==> src/rtl/assert_macros.svh <==
// ----------------------------------------------------------------------------
// assert_macros.svh
// Clocked assertion helpers for the RTL.
// ----------------------------------------------------------------------------
`ifndef ASSERT_MACROS_SVH
`define ASSERT_MACROS_SVH

`ifndef ASSERT_OFF

`define ASSERT_PROP(lbl, clk, rstn, prop, msg) \
    lbl: assert property (@(posedge clk) disable iff (!rstn) (prop)) else $error(msg);

`define ASSERT_NEVER(lbl, clk, rstn, expr, msg) \
    lbl: assert property (@(posedge clk) disable iff (!rstn) !(expr)) else $error(msg);

`else

`define ASSERT_PROP(lbl, clk, rstn, prop, msg)

`define ASSERT_NEVER(lbl, clk, rstn, expr, msg)

`endif

`endif

==> src/rtl/sbq_pkg.sv <==
// ----------------------------------------------------------------------------
// sbq_pkg
// Types and constants for the stereo biquad filter.
// ----------------------------------------------------------------------------
`timescale 1ns / 1ps

package sbq_pkg;

    localparam int SAMPLE_W        = 16;
    localparam int COEF_W          = 32;
    localparam int HIST_W          = 41;
    localparam int CFG_INDEX_W     = 3;
    localparam int SBQ_QUEUE_DEPTH = 2;

    localparam logic [CFG_INDEX_W-1:0] REG_FF_COEF_0 = 3'd0;
    localparam logic [CFG_INDEX_W-1:0] REG_FF_COEF_1 = 3'd1;
    localparam logic [CFG_INDEX_W-1:0] REG_FF_COEF_2 = 3'd2;
    localparam logic [CFG_INDEX_W-1:0] REG_FB_COEF_1 = 3'd3;
    localparam logic [CFG_INDEX_W-1:0] REG_FB_COEF_2 = 3'd4;

    typedef struct packed {
        logic signed [SAMPLE_W-1:0] left_in;
        logic signed [SAMPLE_W-1:0] right_in;
    } sbq_in_t;

    typedef struct packed {
        logic signed [SAMPLE_W-1:0] left_out;
        logic signed [SAMPLE_W-1:0] right_out;
    } sbq_out_t;

    typedef struct packed {
        logic signed [COEF_W-1:0] ff_coef_0;
        logic signed [COEF_W-1:0] ff_coef_1;
        logic signed [COEF_W-1:0] ff_coef_2;
        logic signed [COEF_W-1:0] fb_coef_1;
        logic signed [COEF_W-1:0] fb_coef_2;
    } sbq_coef_t;

    typedef struct packed {
        logic mul_en;
        logic sum_en;
        logic acc_en;
        logic commit;
    } sbq_ctrl_t;

    typedef enum logic [2:0] {
        SEQ_IDLE,
        SEQ_MUL,
        SEQ_SUM,
        SEQ_ACC,
        SEQ_RND
    } sbq_seq_t;

endpackage

==> src/rtl/sbq_queue.sv <==
// ----------------------------------------------------------------------------
// sbq_queue
// Small frame queue between the input channel and the filter engine.
// ----------------------------------------------------------------------------
`timescale 1ns / 1ps

module sbq_queue #(
    parameter int DEPTH = sbq_pkg::SBQ_QUEUE_DEPTH
) (
    input  logic            aclk,
    input  logic            aresetn,
    input  logic            s_valid,
    output logic            s_ready,
    input  sbq_pkg::sbq_in_t s_data,
    output logic            q_valid,
    input  logic            q_pop,
    output sbq_pkg::sbq_in_t q_data
);
    import sbq_pkg::*;

    localparam int PTR_W = (DEPTH > 1) ? $clog2(DEPTH) : 1;
    localparam int CNT_W = $clog2(DEPTH + 1);

    sbq_in_t            mem_reg [DEPTH];
    logic [PTR_W-1:0]   wr_ptr_reg, wr_ptr_next;
    logic [PTR_W-1:0]   rd_ptr_reg, rd_ptr_next;
    logic [CNT_W-1:0]   count_reg, count_next;
    logic               push;

    assign s_ready = (count_reg != CNT_W'(DEPTH));
    assign q_valid = (count_reg != '0);
    assign q_data  = mem_reg[rd_ptr_reg];
    assign push    = s_valid && s_ready;

    always_comb begin
        wr_ptr_next = wr_ptr_reg;
        rd_ptr_next = rd_ptr_reg;
        count_next  = count_reg;
        if (push) begin
            wr_ptr_next = (wr_ptr_reg == PTR_W'(DEPTH - 1)) ? '0 : wr_ptr_reg + 1'b1;
        end
        if (q_pop) begin
            rd_ptr_next = (rd_ptr_reg == PTR_W'(DEPTH - 1)) ? '0 : rd_ptr_reg + 1'b1;
        end
        if (push && !q_pop) begin
            count_next = count_reg + 1'b1;
        end else if (!push && q_pop) begin
            count_next = count_reg - 1'b1;
        end
    end

    always_ff @(posedge aclk) begin
        if (!aresetn) begin
            wr_ptr_reg <= '0;
            rd_ptr_reg <= '0;
            count_reg  <= '0;
        end else begin
            wr_ptr_reg <= wr_ptr_next;
            rd_ptr_reg <= rd_ptr_next;
            count_reg  <= count_next;
        end
    end

    always_ff @(posedge aclk) begin
        if (push) begin
            mem_reg[wr_ptr_reg] <= s_data;
        end
    end

endmodule

==> config.mk <==
export PLATFORM = sky130hd
export DESIGN_NAME = sbq_queue
export DESIGN_NICKNAME = d
export VERILOG_FILES = /design/src/rtl/assert_macros.svh /design/src/rtl/sbq_pkg.sv /design/src/rtl/sbq_queue.sv
export SDC_FILE = /design/constraint.sdc
export NUM_CORES = 1
export LEC_CHECK = 0
export BUFFER_PORTS_ARGS = -buffer_cell sky130_fd_sc_hd__buf_4
export CAP_MARGIN = 20
export CORE_MARGIN = 10
export CORE_UTILIZATION = 51
export DETAILED_ROUTE_END_ITERATION = 8
export GPL_ROUTABILITY_DRIVEN = 0
export PLACE_DENSITY = 0.88
export SLEW_MARGIN = 20
export SYNTH_ARGS = -nofsm -noshare
export SYNTH_HDL_FRONTEND = slang
export SYNTH_SLANG_ARGS = --single-unit
==> constraint.sdc <==
create_clock -name aclk -period 2.28 [get_ports aclk]
set_input_delay 0.342 -clock aclk [delete_from_list [all_inputs] [get_ports aclk]]
set_output_delay 0.342 -clock aclk [all_outputs]
set_load 0.05 [all_outputs]
# Yosys cells after proc, flatten, opt, wreduce, memory -nomap -nowiden
# Memories as Yosys holds them, arrays and structs flattened. A register that Yosys moved wholly into a read port is not among the register bits.
# Cells that the tools add are included.
dict set report totals {
  regBits 4
  latchBits 0
  ramBits 64
  rom_bits 0
  out_inout_bits 34
  wordCells 24
  mem_count 1
}
dict set report classes {
  add_sub_neg 4
  n_mul 0
  n_div 0
  magnitude_cmp 0
  eq_ne 1
  n_shift 0
  mux 8
  n_bitwise 0
  n_reduce_logical 7
}
# memory words width rd rd_ports_with_merged_regs wr line_no
set memory_table {}
lappend memory_table {mem_reg 2 32 1 1 1 sbq_queue.sv:24} ;# sbq_in_t mem_reg [DEPTH];
# operator n
set ops {}
lappend ops {{$mux 1} 6}
lappend ops {{$mux 2} 2}
lappend ops {{$reduce_bool 2->1} 2}
lappend ops {{$logic_and 1x1->1} 3}
lappend ops {{$add 1x1->1 const B} 2}
lappend ops {{$add 2x1->2 const B} 1}
lappend ops {{$logic_not 1->1} 2}
lappend ops {{$ne 2x2->1 const B} 1}
lappend ops {{$sub 2x1->2 const B} 1}

# Longest topological paths before layout
# Gate-level depths: netlist of the first run.
dict set report depth {
  ltp_word 6
  mapped_depth 6
  depth_no_buf 6
}

# Worst setup path after synthesis of the first run
# OpenSTA, ideal clock, no wires.
dict set report synth_path {
  path_type {register to register}
  start {register count_reg[0]}
  end {memory mem_reg[1][0] (netlist bit), enable pin}
  arrival_time_ns 1.490
  required_time_ns 1.888
  setup_slack_ns 0.398
  stages_incl_launch_ff 3
  synth_period_minus_slack_ns 1.882
  cell_sequence {dfxtp_1 nand2b_4 and3_1}
}
dict set report synth_between {
  elab_chain_cells 4
}
# element line_no
set synth_rtl {}
lappend synth_rtl {{from (decl)} sbq_queue.sv:27} ;# logic [CNT_W-1:0] count_reg, count_next;
lappend synth_rtl {{from (signal assigned)} sbq_queue.sv:60} ;# count_reg <= count_next;
lappend synth_rtl {{$ne 2x2->1} sbq_queue.sv:30} ;# assign s_ready = (count_reg != CNT_W'(DEPTH));
lappend synth_rtl {{named net s_ready} sbq_queue.sv:13} ;# output logic s_ready,
lappend synth_rtl {{$logic_and 1x1->1} sbq_queue.sv:33} ;# assign push = s_valid && s_ready;
lappend synth_rtl {{$mux 1} sbq_queue.sv:65} ;# if (push) begin
lappend synth_rtl {{$mux 1 (implied by the code)} sbq_queue.sv:66} ;# mem_reg[wr_ptr_reg] <= s_data;
lappend synth_rtl {{to (decl)} sbq_queue.sv:24}
# The timed path passes the listed nets, and every way through them passes these cells.

==> flow_metrics.env, run 1 <==
export IMPL_layout_drive_gt1_share_pct=58.3
export IMPL_hpwl_um=3510
export IMPL_fmax_ghz=0.534
export IMPL_syn_area_um2=2550
export IMPL_required_ns=1.94
export IMPL_syn_inst=124
export IMPL_drcViolationCount=0
export IMPL_synth_edff_count=64
export IMPL_nFillCells=330
export IMPL_reg2regPathDepth=5
export IMPL_clk_latency_ns=0.33
export IMPL_finalHoldViolCount=0
export IMPL_numCtsBuffers=9
export IMPL_yosys_warnings=0
export IMPL_grt_start_max_net_pins=24
export IMPL_synth_cell_types=20
export IMPL_avgRoutedWirePerCell_um=17.3
export IMPL_antenna_found_initial=0
export IMPL_path_max_fanout=23
export IMPL_fin_skew_ns=0.0117
export IMPL_ctsResizeCount=0
export IMPL_hold_path_end="mem_reg[0][4]$_DFFE_PP_"
export IMPL_viasPerCell=4.81
export IMPL_synth_common_cells="edfxtp_1, mux2_2, dfxtp_1, and2_1, buf_4"
export IMPL_netlist_area_leader_share_pct=75.3
export IMPL_drt_first_pass_iters=4
export IMPL_clockBufferDepth=2
export IMPL_synth_area_leader_cell="edfxtp_1"
export IMPL_cp_data_arrival_time_ns=1.53
export IMPL_ys_flop_type="edfxtp_1"
export IMPL_fin_crit_ns=1.87
export IMPL_ant_nets=0
export IMPL_tns_ns=0
export IMPL_status="completed"
export IMPL_grt_pass1_vias=1457
export IMPL_r2r_start="count_reg[0]$_SDFFE_PN0P_"
export IMPL_cts_tree="built"
export IMPL_nets=243
export IMPL_slew_viol_final=0
export IMPL_drt_iter0_markers=61
export IMPL_core_area_um2=4790
export IMPL_track_usage_pct=12.0
export IMPL_holdBufCountCts=0
export IMPL_vias=1336
export IMPL_power_leakage_uw=0.00131
export IMPL_worst_setup_path_start_kind="flop"
export IMPL_timing_rr_end="count_reg[1]$_SDFFE_PN0P_"
export IMPL_rows=25
export IMPL_multi_input_area_um2=494
export IMPL_setup_viol=0
export IMPL_synth_area_leaders="edfxtp_1, mux2_2, dfxtp_1"
export IMPL_final_util_pct=70.8
export IMPL_path_clk_slew_ns=0.07
export IMPL_htree_levels=3
export IMPL_tightestPinTransition_ns=0.326
export IMPL_met2_usage_pct=19.5
export IMPL_post_cts_buffers=0
export IMPL_regArea_um2=2020
export IMPL_grt_ovfl_total=0
export IMPL_powerDensity_nw_per_um2=1010
export IMPL_met1_usage_pct=13.3
export IMPL_vdd_drop_max_uv=714
export IMPL_io_pins=70
export IMPL_portBuffers=69
export IMPL_die_h_um=90.7
export IMPL_r2r_slack_ns=0.77
export IMPL_start_util_pct=53.3
export IMPL_critPathKind="reg2out"
export IMPL_hold_start="s_data[4]"
export IMPL_die_area_um2=8230
export IMPL_syn_to_final_growth_pct=32.8
export IMPL_ys_seq_elements=69
export IMPL_max_slew_margin_rel_pct=78.3
export IMPL_finalCritPeriodShare_pct=82.2
export IMPL_busiest_layer="met2"
export IMPL_whs_path_depth=1
export IMPL_hp_class="in2reg"
export IMPL_rsz0062_at_grt="false"
export IMPL_synthArstFlopShare_pct=0
export IMPL_synthMostInstantiatedCell="edfxtp_1"
export IMPL_globalRouteMet3Util_pct=4.57
export IMPL_endpoint_kind="output port"
export IMPL_postSynthAreaPerCell_um2=20.6
export IMPL_setup_ws_ns=0.406
export IMPL_max_cap_viol_count=0
export IMPL_die_w_um=90.7
export IMPL_syn_nets=161
export IMPL_cts_sinks=69
export IMPL_synth_seq_area_share_pct=79.3
export IMPL_routed_wl_um=4810
export IMPL_place_ws_ns=0.737
export IMPL_antennaDiodeCount=0
export IMPL_grt_pass1_wl_um=7660
export IMPL_cts_root_buffer="clkbuf_8"
export IMPL_largest_reg_flops=64
==> placed cells by master (no fill, tap or decap), drive strengths merged <==
cell type	count
o21ai	1
or2	1
xnor2	1
nand2b	1
nand3b	1
buf	75
ha	1
edfxtp	64
inv	2
a21boi	2
or3	1
mux2	32
a21bo	1
dfxtp	5
clkinv	3
xor2	2
and2	4
clkbuf	11
bufinv	2
and3	1
==> stage by stage <==
step	instance area [um^2]	hold slack [ns]	total power [uW]	instances
6_report	3390	0.191	3440	278
5_1_grt	3390	0.171	3580	278
4_1_cts	3390	0.178	3480	278
3_5_place_dp	3170	0.530	2420	262
3_3_place_gp	3170	0.520	2410	262
2_1_floorplan	2550	0.441	2150	124
==> report_power, final <==
part           internal [uW]  switching, uW  total [uW]
Sequential              1530           35.6        1570
Clock                    640            410        1050
Combinational            287            533         819
Total                   2460            979        3440
==> worst max-delay path, stage by stage, from the launching register on <==
cell     delay (ns)
dfxtp_1        0.33
buf_4          0.30
mux2_2         0.38
buf_4          0.19
==> area by class of cell <==
type | count | area share [%]
inverter | 2 | 0.222
multi-input combinational | 49 | 14.6
clock inverter | 5 | 2.22
clock buffer | 11 | 4.17
tap | 67 | 2.48
sequential | 69 | 59.7
timing repair buffer | 75 | 16.6
==> kinds of logic (layout without fill, tap and decap cells) <==
logic type / after synthesis / count (layout) / share of synthesized area, %
flip-flops: 69 / 69 / 79.3
XOR/XNOR: 3 / 3 / 1.03
AO/OA/AOI/OAI: 4 / 4 / 1.18
AND/OR/NAND/NOR: 9 / 9 / 2.55
adder cells (fa/ha/maj): 1 / 1 / 0.490
multiplexers: 32 / 32 / 14.1
buffers and inverters: 6 / 93 / 1.37
==> per-layer routing <==
layer,vias to the layer above,part of all wire (%)
met5,-,0
met3,6,7.7
met1,645,41
li1,642,-
met2,43,50
met4,0,1.0
==> how the worst max path moves through the flow <==
stage                         endpoint                 startpoint  slack, ns  cells after the start
2_1_floorplan  mem_reg[1][0]$_DFFE_PP_  count_reg[0]$_SDFFE_PN0P_       0.40                      2
3_3_place_gp                q_data[18]                       flop       0.75                      3
3_5_place_dp                 q_data[2]                       flop       0.74                      3
4_1_cts                     q_data[22]                       flop       0.38                      3
5_1_grt                     q_data[10]                       flop       0.33                      3
6_report                    q_data[22]                       flop       0.41                      3
No activity file was read; power rests on OpenSTA's default activity.
==> inputs of run 2 (changes only) <==
clock period = 1.8 ns   (was 2.28 ns; I/O delays follow)
==> run 2 against run 1 <==
  * Clock power up 40%
  * Combinational power is 32% higher
  * Die area did not move
  * Flip-flop and latch count is the same
  * Count of clock-buffer cells in the layout grew 2
  * Via count up 3.0%
  * Highest routed layer unchanged
  * Setup slack got worse by 0.34 ns
  * Sequential power up 27%
  * Global-route usage up 0.83 points
  * Critical path depth unchanged
  * Critical path type unchanged
==> flow_metrics.env, run 2 (synthesized netlist as in run 1, its figures left out) <==
export IMPL_rsz0062_at_grt="false"
export IMPL_nets=244
export IMPL_layout_drive_gt1_share_pct=59.9
export IMPL_cts_root_buffer="clkbuf_8"
export IMPL_grt_start_max_net_pins=25
export IMPL_max_cap_viol_count=0
export IMPL_vdd_drop_max_uv=913
export IMPL_crit_slowest_cell="dfxtp_2"
export IMPL_met3RoutedLength_um=410
export IMPL_finalHoldViolCount=0
export IMPL_largest_reg_flops=64
export IMPL_cp_data_arrival_time_ns=1.47
export IMPL_fmax_ghz=0.576
export IMPL_drt_iter0_markers=79
export IMPL_max_slew_margin_rel_pct=79.1
export IMPL_powerDensity_nw_per_um2=1310
export IMPL_grt_ovfl_total=0
export IMPL_core_area_um2=4790
export IMPL_status="completed"
export IMPL_path_max_fanout=12
export IMPL_die_area_um2=8230
export IMPL_track_usage_pct=12.8
export IMPL_hold_ws_ns=0.114
export IMPL_vias=1376
export IMPL_wl_met1_um=1950
export IMPL_setup_viol=0
export IMPL_start_util_pct=53.3
export IMPL_worst_setup_path_start_kind="flop"
export IMPL_post_cts_buffers=0
export IMPL_finalCritPeriodShare_pct=96.5
export IMPL_avgRoutedWirePerCell_um=18.3
export IMPL_clockBufferDepth=2
export IMPL_grt_pass1_vias=1570
export IMPL_cts_sinks=69
export IMPL_mostFrequentLayoutCells="buf_4, edfxtp_1, mux2_2"
export IMPL_max_stage_delay_ns=0.40
export IMPL_tns_ns=0
export IMPL_power_leakage_uw=0.00134
export IMPL_routed_wl_um=5100
export IMPL_met2WireLength_um=2570
export IMPL_fin_skew_ns=0.00640
export IMPL_drt_first_pass_iters=4
export IMPL_fin_crit_ns=1.74
export IMPL_tightestPinTransition_ns=0.313
export IMPL_htree_levels=3
export IMPL_numCtsBuffers=9
export IMPL_crit_chain="clkbuf_16 -> mux2_2 -> buf_4"
export IMPL_drcViolationCount=0
export IMPL_hpwl_um=3550
export IMPL_endpoint_kind="output port"
export IMPL_critPathKind="reg2out"
export IMPL_portBuffers=69
export IMPL_highest_layer="met4"
export IMPL_die_w_um=90.7
export IMPL_viasPerCell=4.93
export IMPL_required_ns=1.53
export IMPL_ctsResizeCount=0
export IMPL_antennaDiodeCount=0
export IMPL_die_h_um=90.7
export IMPL_antenna_found_initial=0
export IMPL_rows=25
export IMPL_ant_nets=0
export IMPL_clk_latency_ns=0.34
export IMPL_io_pins=70
export IMPL_grt_pass1_wl_um=7880
export IMPL_cts_tree="built"
export IMPL_path_clk_slew_ns=0.07
export IMPL_holdBufCountCts=0
export IMPL_slew_viol_final=0
export IMPL_syn_to_final_growth_pct=36.0
export IMPL_final_common_cell="buf_4"
export IMPL_hp_class="in2reg"
run 2: changes by cell type in the layout (fill, tap and decap cells not counted), moves of 2 or more:
| cell | delta |
|---|---|
| buf_12 | +2 |
| clkbuf_8 | +3 |
| clkinv_2 | -2 |
| buf_4 | -3 |
run 2: critical path: cells and delay by family, from the launching register on:
| family | cells | cell delay [ns] |
|---|---|---|
| muxes | 1 | 0.34 |
| buffers and inverters | 2 | 0.39 |
| DFF | 1 | 0.40 |
run 2: layer usage:
metal | global-route usage [%] | vias up
li1 | - | 646
met1 | 12.8 | 669
met2 | 20.8 | 48
met3 | 5.40 | 13
met4 | 9.42 | 0
met5 | 0 | -
run 2: layout make-up:
class	count	area, um^2
clock buffers	13	179
flip-flops and latches	69	2020
inverters	2	7.51
repair buffers	76	617
fillers	322	1320
well taps	67	83.8
clock inverters	3	65.1
multi-input cells	49	495
run 2: where the power goes:
| part | internal (uW) | leakage (uW) | total, uW | switching (uW) |
|---|---|---|---|---|
| combinational | 392 | 0.000575 | 1080 | 685 |
| clock | 929 | 0.000126 | 1470 | 542 |
| sequential | 1940 | 0.000639 | 1990 | 49.4 |
run 2: through the flow:
stage          util (%)  worst slack (ns)  std cells  total power, uW  area [um^2]
2_1_floorplan         -            0.0408        124             2730         2550
3_3_place_gp       66.8             0.327        262             3070         3200
3_5_place_dp       66.8             0.256        262             3100         3200
4_1_cts            71.9            0.0292        278             4570         3440
5_1_grt            72.5            0.0123        279             4740         3470
6_report           72.5            0.0635        279             4540         3470
run 2: worst paths after layout:
path	from	endpoint	slack, ns	depth (start not counted)
worst min-delay path	s_data[15]	mem_reg[1][15]$_DFFE_PP_	0.11	1
worst min register to register	count_reg[1]$_SDFFE_PN0P_	count_reg[1]$_SDFFE_PN0P_	0.55	2
worst max-delay path	flop	q_data[25]	0.06	3
worst max register to register	count_reg[0]$_SDFFE_PN0P_	count_reg[1]$_SDFFE_PN0P_	0.24	5
==> inputs of run 3 (changes only) <==
CORE_UTILIZATION = 55   (was 51)
PLACE_DENSITY = 0.93   (was 0.88)
clock period = 2.23 ns   (was 1.8 ns; I/O delays follow)
==> run 3 against run 2 <==
  * Via count fell by 2.0%
  * First-iteration DRC count fell by 3.8%
  * Die area decreased by 5.7%
  * Combinational power is 22% lower
  * Final area down 4.7%
  * Register-to-register slack better by 0.40 ns
  * Routed wire length increased by 2.4%
  * Core utilization grew 2.4 points
  * Sequential share of layout area increased by 2.9 points
  * Clock power down 39%
  * Setup slack better by 0.36 ns
  * Worst hold slack improved by 0.068 ns
  * Largest power group unchanged
==> flow_metrics.env, run 3 (synthesized netlist as in run 1, its figures left out) <==
export IMPL_power_frac_seq_pct=48.1
export IMPL_cp_data_arrival_time_ns=1.48
export IMPL_endpoint_kind="output port"
export IMPL_viasPerCell=5.20
export IMPL_finalHoldViolCount=0
export IMPL_routed_wl_um=5220
export IMPL_finalCritPeriodShare_pct=81.2
export IMPL_worst_setup_path_start_kind="flop"
export IMPL_path_buf_inv=2
export IMPL_avgRoutedWirePerCell_um=20.2
export IMPL_tightestPinTransition_ns=0.430
export IMPL_antennaDiodeCount=0
export IMPL_die_w_um=88.1
export IMPL_numCtsBuffers=9
export IMPL_path_max_fanout=17
export IMPL_hpwl_um=3800
export IMPL_post_cts_buffers=0
export IMPL_tns_ns=0
export IMPL_cts_root_buffer="clkbuf_8"
export IMPL_vdd_drop_max_uv=731
export IMPL_cts_sinks=69
export IMPL_cpMostUsedCell="buf_4"
export IMPL_antenna_found_initial=0
export IMPL_path_clk_slew_ns=0.07
export IMPL_max_cap_viol_count=0
export IMPL_drt_first_pass_iters=4
export IMPL_required_ns=1.90
export IMPL_powerDensity_nw_per_um2=1010
export IMPL_hp_class="in2reg"
export IMPL_grt_pass1_vias=1577
export IMPL_syn_to_final_growth_pct=29.6
export IMPL_ant_nets=0
export IMPL_start_util_pct=57.8
export IMPL_cts_tree="built"
export IMPL_status="completed"
export IMPL_critPathKind="reg2out"
export IMPL_swShare_pct=29.7
export IMPL_p_int_uw=2350
export IMPL_combinationalPowerShare_pct=25.0
export IMPL_power_leakage_uw=0.00127
export IMPL_clockPowerShare_pct=26.9
export IMPL_grt_ovfl_total=0
export IMPL_die_h_um=88.1
export IMPL_holdBufCountCts=0
export IMPL_portBuffers=69
export IMPL_rows=24
export IMPL_fin_crit_ns=1.81
export IMPL_rsz0062_at_grt="false"
export IMPL_cp_top_family="buffers and inverters"
export IMPL_crit_chain="buf_4 -> mux2_2 -> buf_4"
export IMPL_final_common_cell="buf_4"
export IMPL_htree_levels=3
export IMPL_grt_start_max_net_pins=33
export IMPL_nFillCells=274
export IMPL_max_stage_delay_ns=0.38
export IMPL_largest_reg_flops=64
export IMPL_setup_viol=0
export IMPL_vias=1348
export IMPL_track_usage_pct=13.7
export IMPL_mostFrequentLayoutCells="buf_4, edfxtp_1, mux2_2"
export IMPL_die_area_um2=7760
export IMPL_crit_slowest_cell="mux2_2"
export IMPL_fin_cells=259
export IMPL_fin_skew_ns=0.00724
export IMPL_slew_viol_final=0
export IMPL_max_slew_margin_rel_pct=71.3
export IMPL_p_sw_uw=992
export IMPL_core_area_um2=4410
export IMPL_clk_latency_ns=0.33
export IMPL_nets=241
export IMPL_dpl_cell_count=245
export IMPL_drt_iter0_markers=76
export IMPL_clockBufferDepth=2
export IMPL_io_pins=70
export IMPL_grt_pass1_wl_um=7830
export IMPL_drcViolationCount=0
export IMPL_layout_drive_gt1_share_pct=56.5
export IMPL_ctsResizeCount=0
export IMPL_fmax_ghz=0.552
## run 3: power by group through the flow
stage,clock network (uW),logic (uW),registers [uW]
2_1_floorplan,0,582,1620
3_3_place_gp,0,819,1620
3_5_place_dp,0,843,1640
4_1_cts,913,849,1610
5_1_grt,964,878,1620
6_report,898,838,1610
## run 3: metal layers
layer  GRT usage [%]  routed length [um]
met5               0                   0
met3            5.76                 403
met4            6.99                  40
met2            24.4                2830
met1            13.3                1950
## run 3: worst register-to-register path, cell delays in order, from the launching register on
cell      delay [ns]
dfxtp_1         0.35
nand2b_4        0.17
and2_1          0.17
ha_1            0.32
or3_1           0.36
a21boi_1        0.15
## run 3: path summary, 6_finish.rpt
path / startpoint / end / slack (ns) / cells after the start
worst max register to register: count_reg[0]$_SDFFE_PN0P_ / count_reg[1]$_SDFFE_PN0P_ / 0.64 / 5
worst max-delay path: flop / q_data[9] / 0.42 / 3
worst min register to register: count_reg[1]$_SDFFE_PN0P_ / count_reg[1]$_SDFFE_PN0P_ / 0.55 / 2
worst min-delay path: s_data[27] / mem_reg[0][27]$_DFFE_PP_ / 0.18 / 1
## run 3: area by class of cell
class	count	area, um^2	area share (%)
Clock inverter	3	38.8	1.17
Timing Repair Buffer	73	548	16.6
Multi-Input combinational cell	49	494	14.9
Sequential cell	69	2020	61.1
Inverter	2	7.51	0.227
Tap cell	52	65.1	1.97
Clock buffer	11	131	3.97
## run 3: through the flow
stage	instance area, um^2	hold slack, ns	total power, uW	util (%)	setup slack (ns)
floorplan	2550	0.433	2200	-	0.348
global placement	3140	0.512	2440	71.1	0.763
detailed placement	3140	0.522	2480	71.1	0.684
CTS	3310	0.167	3370	74.9	0.397
global route	3310	0.170	3460	74.9	0.363
finish	3310	0.182	3350	74.9	0.420
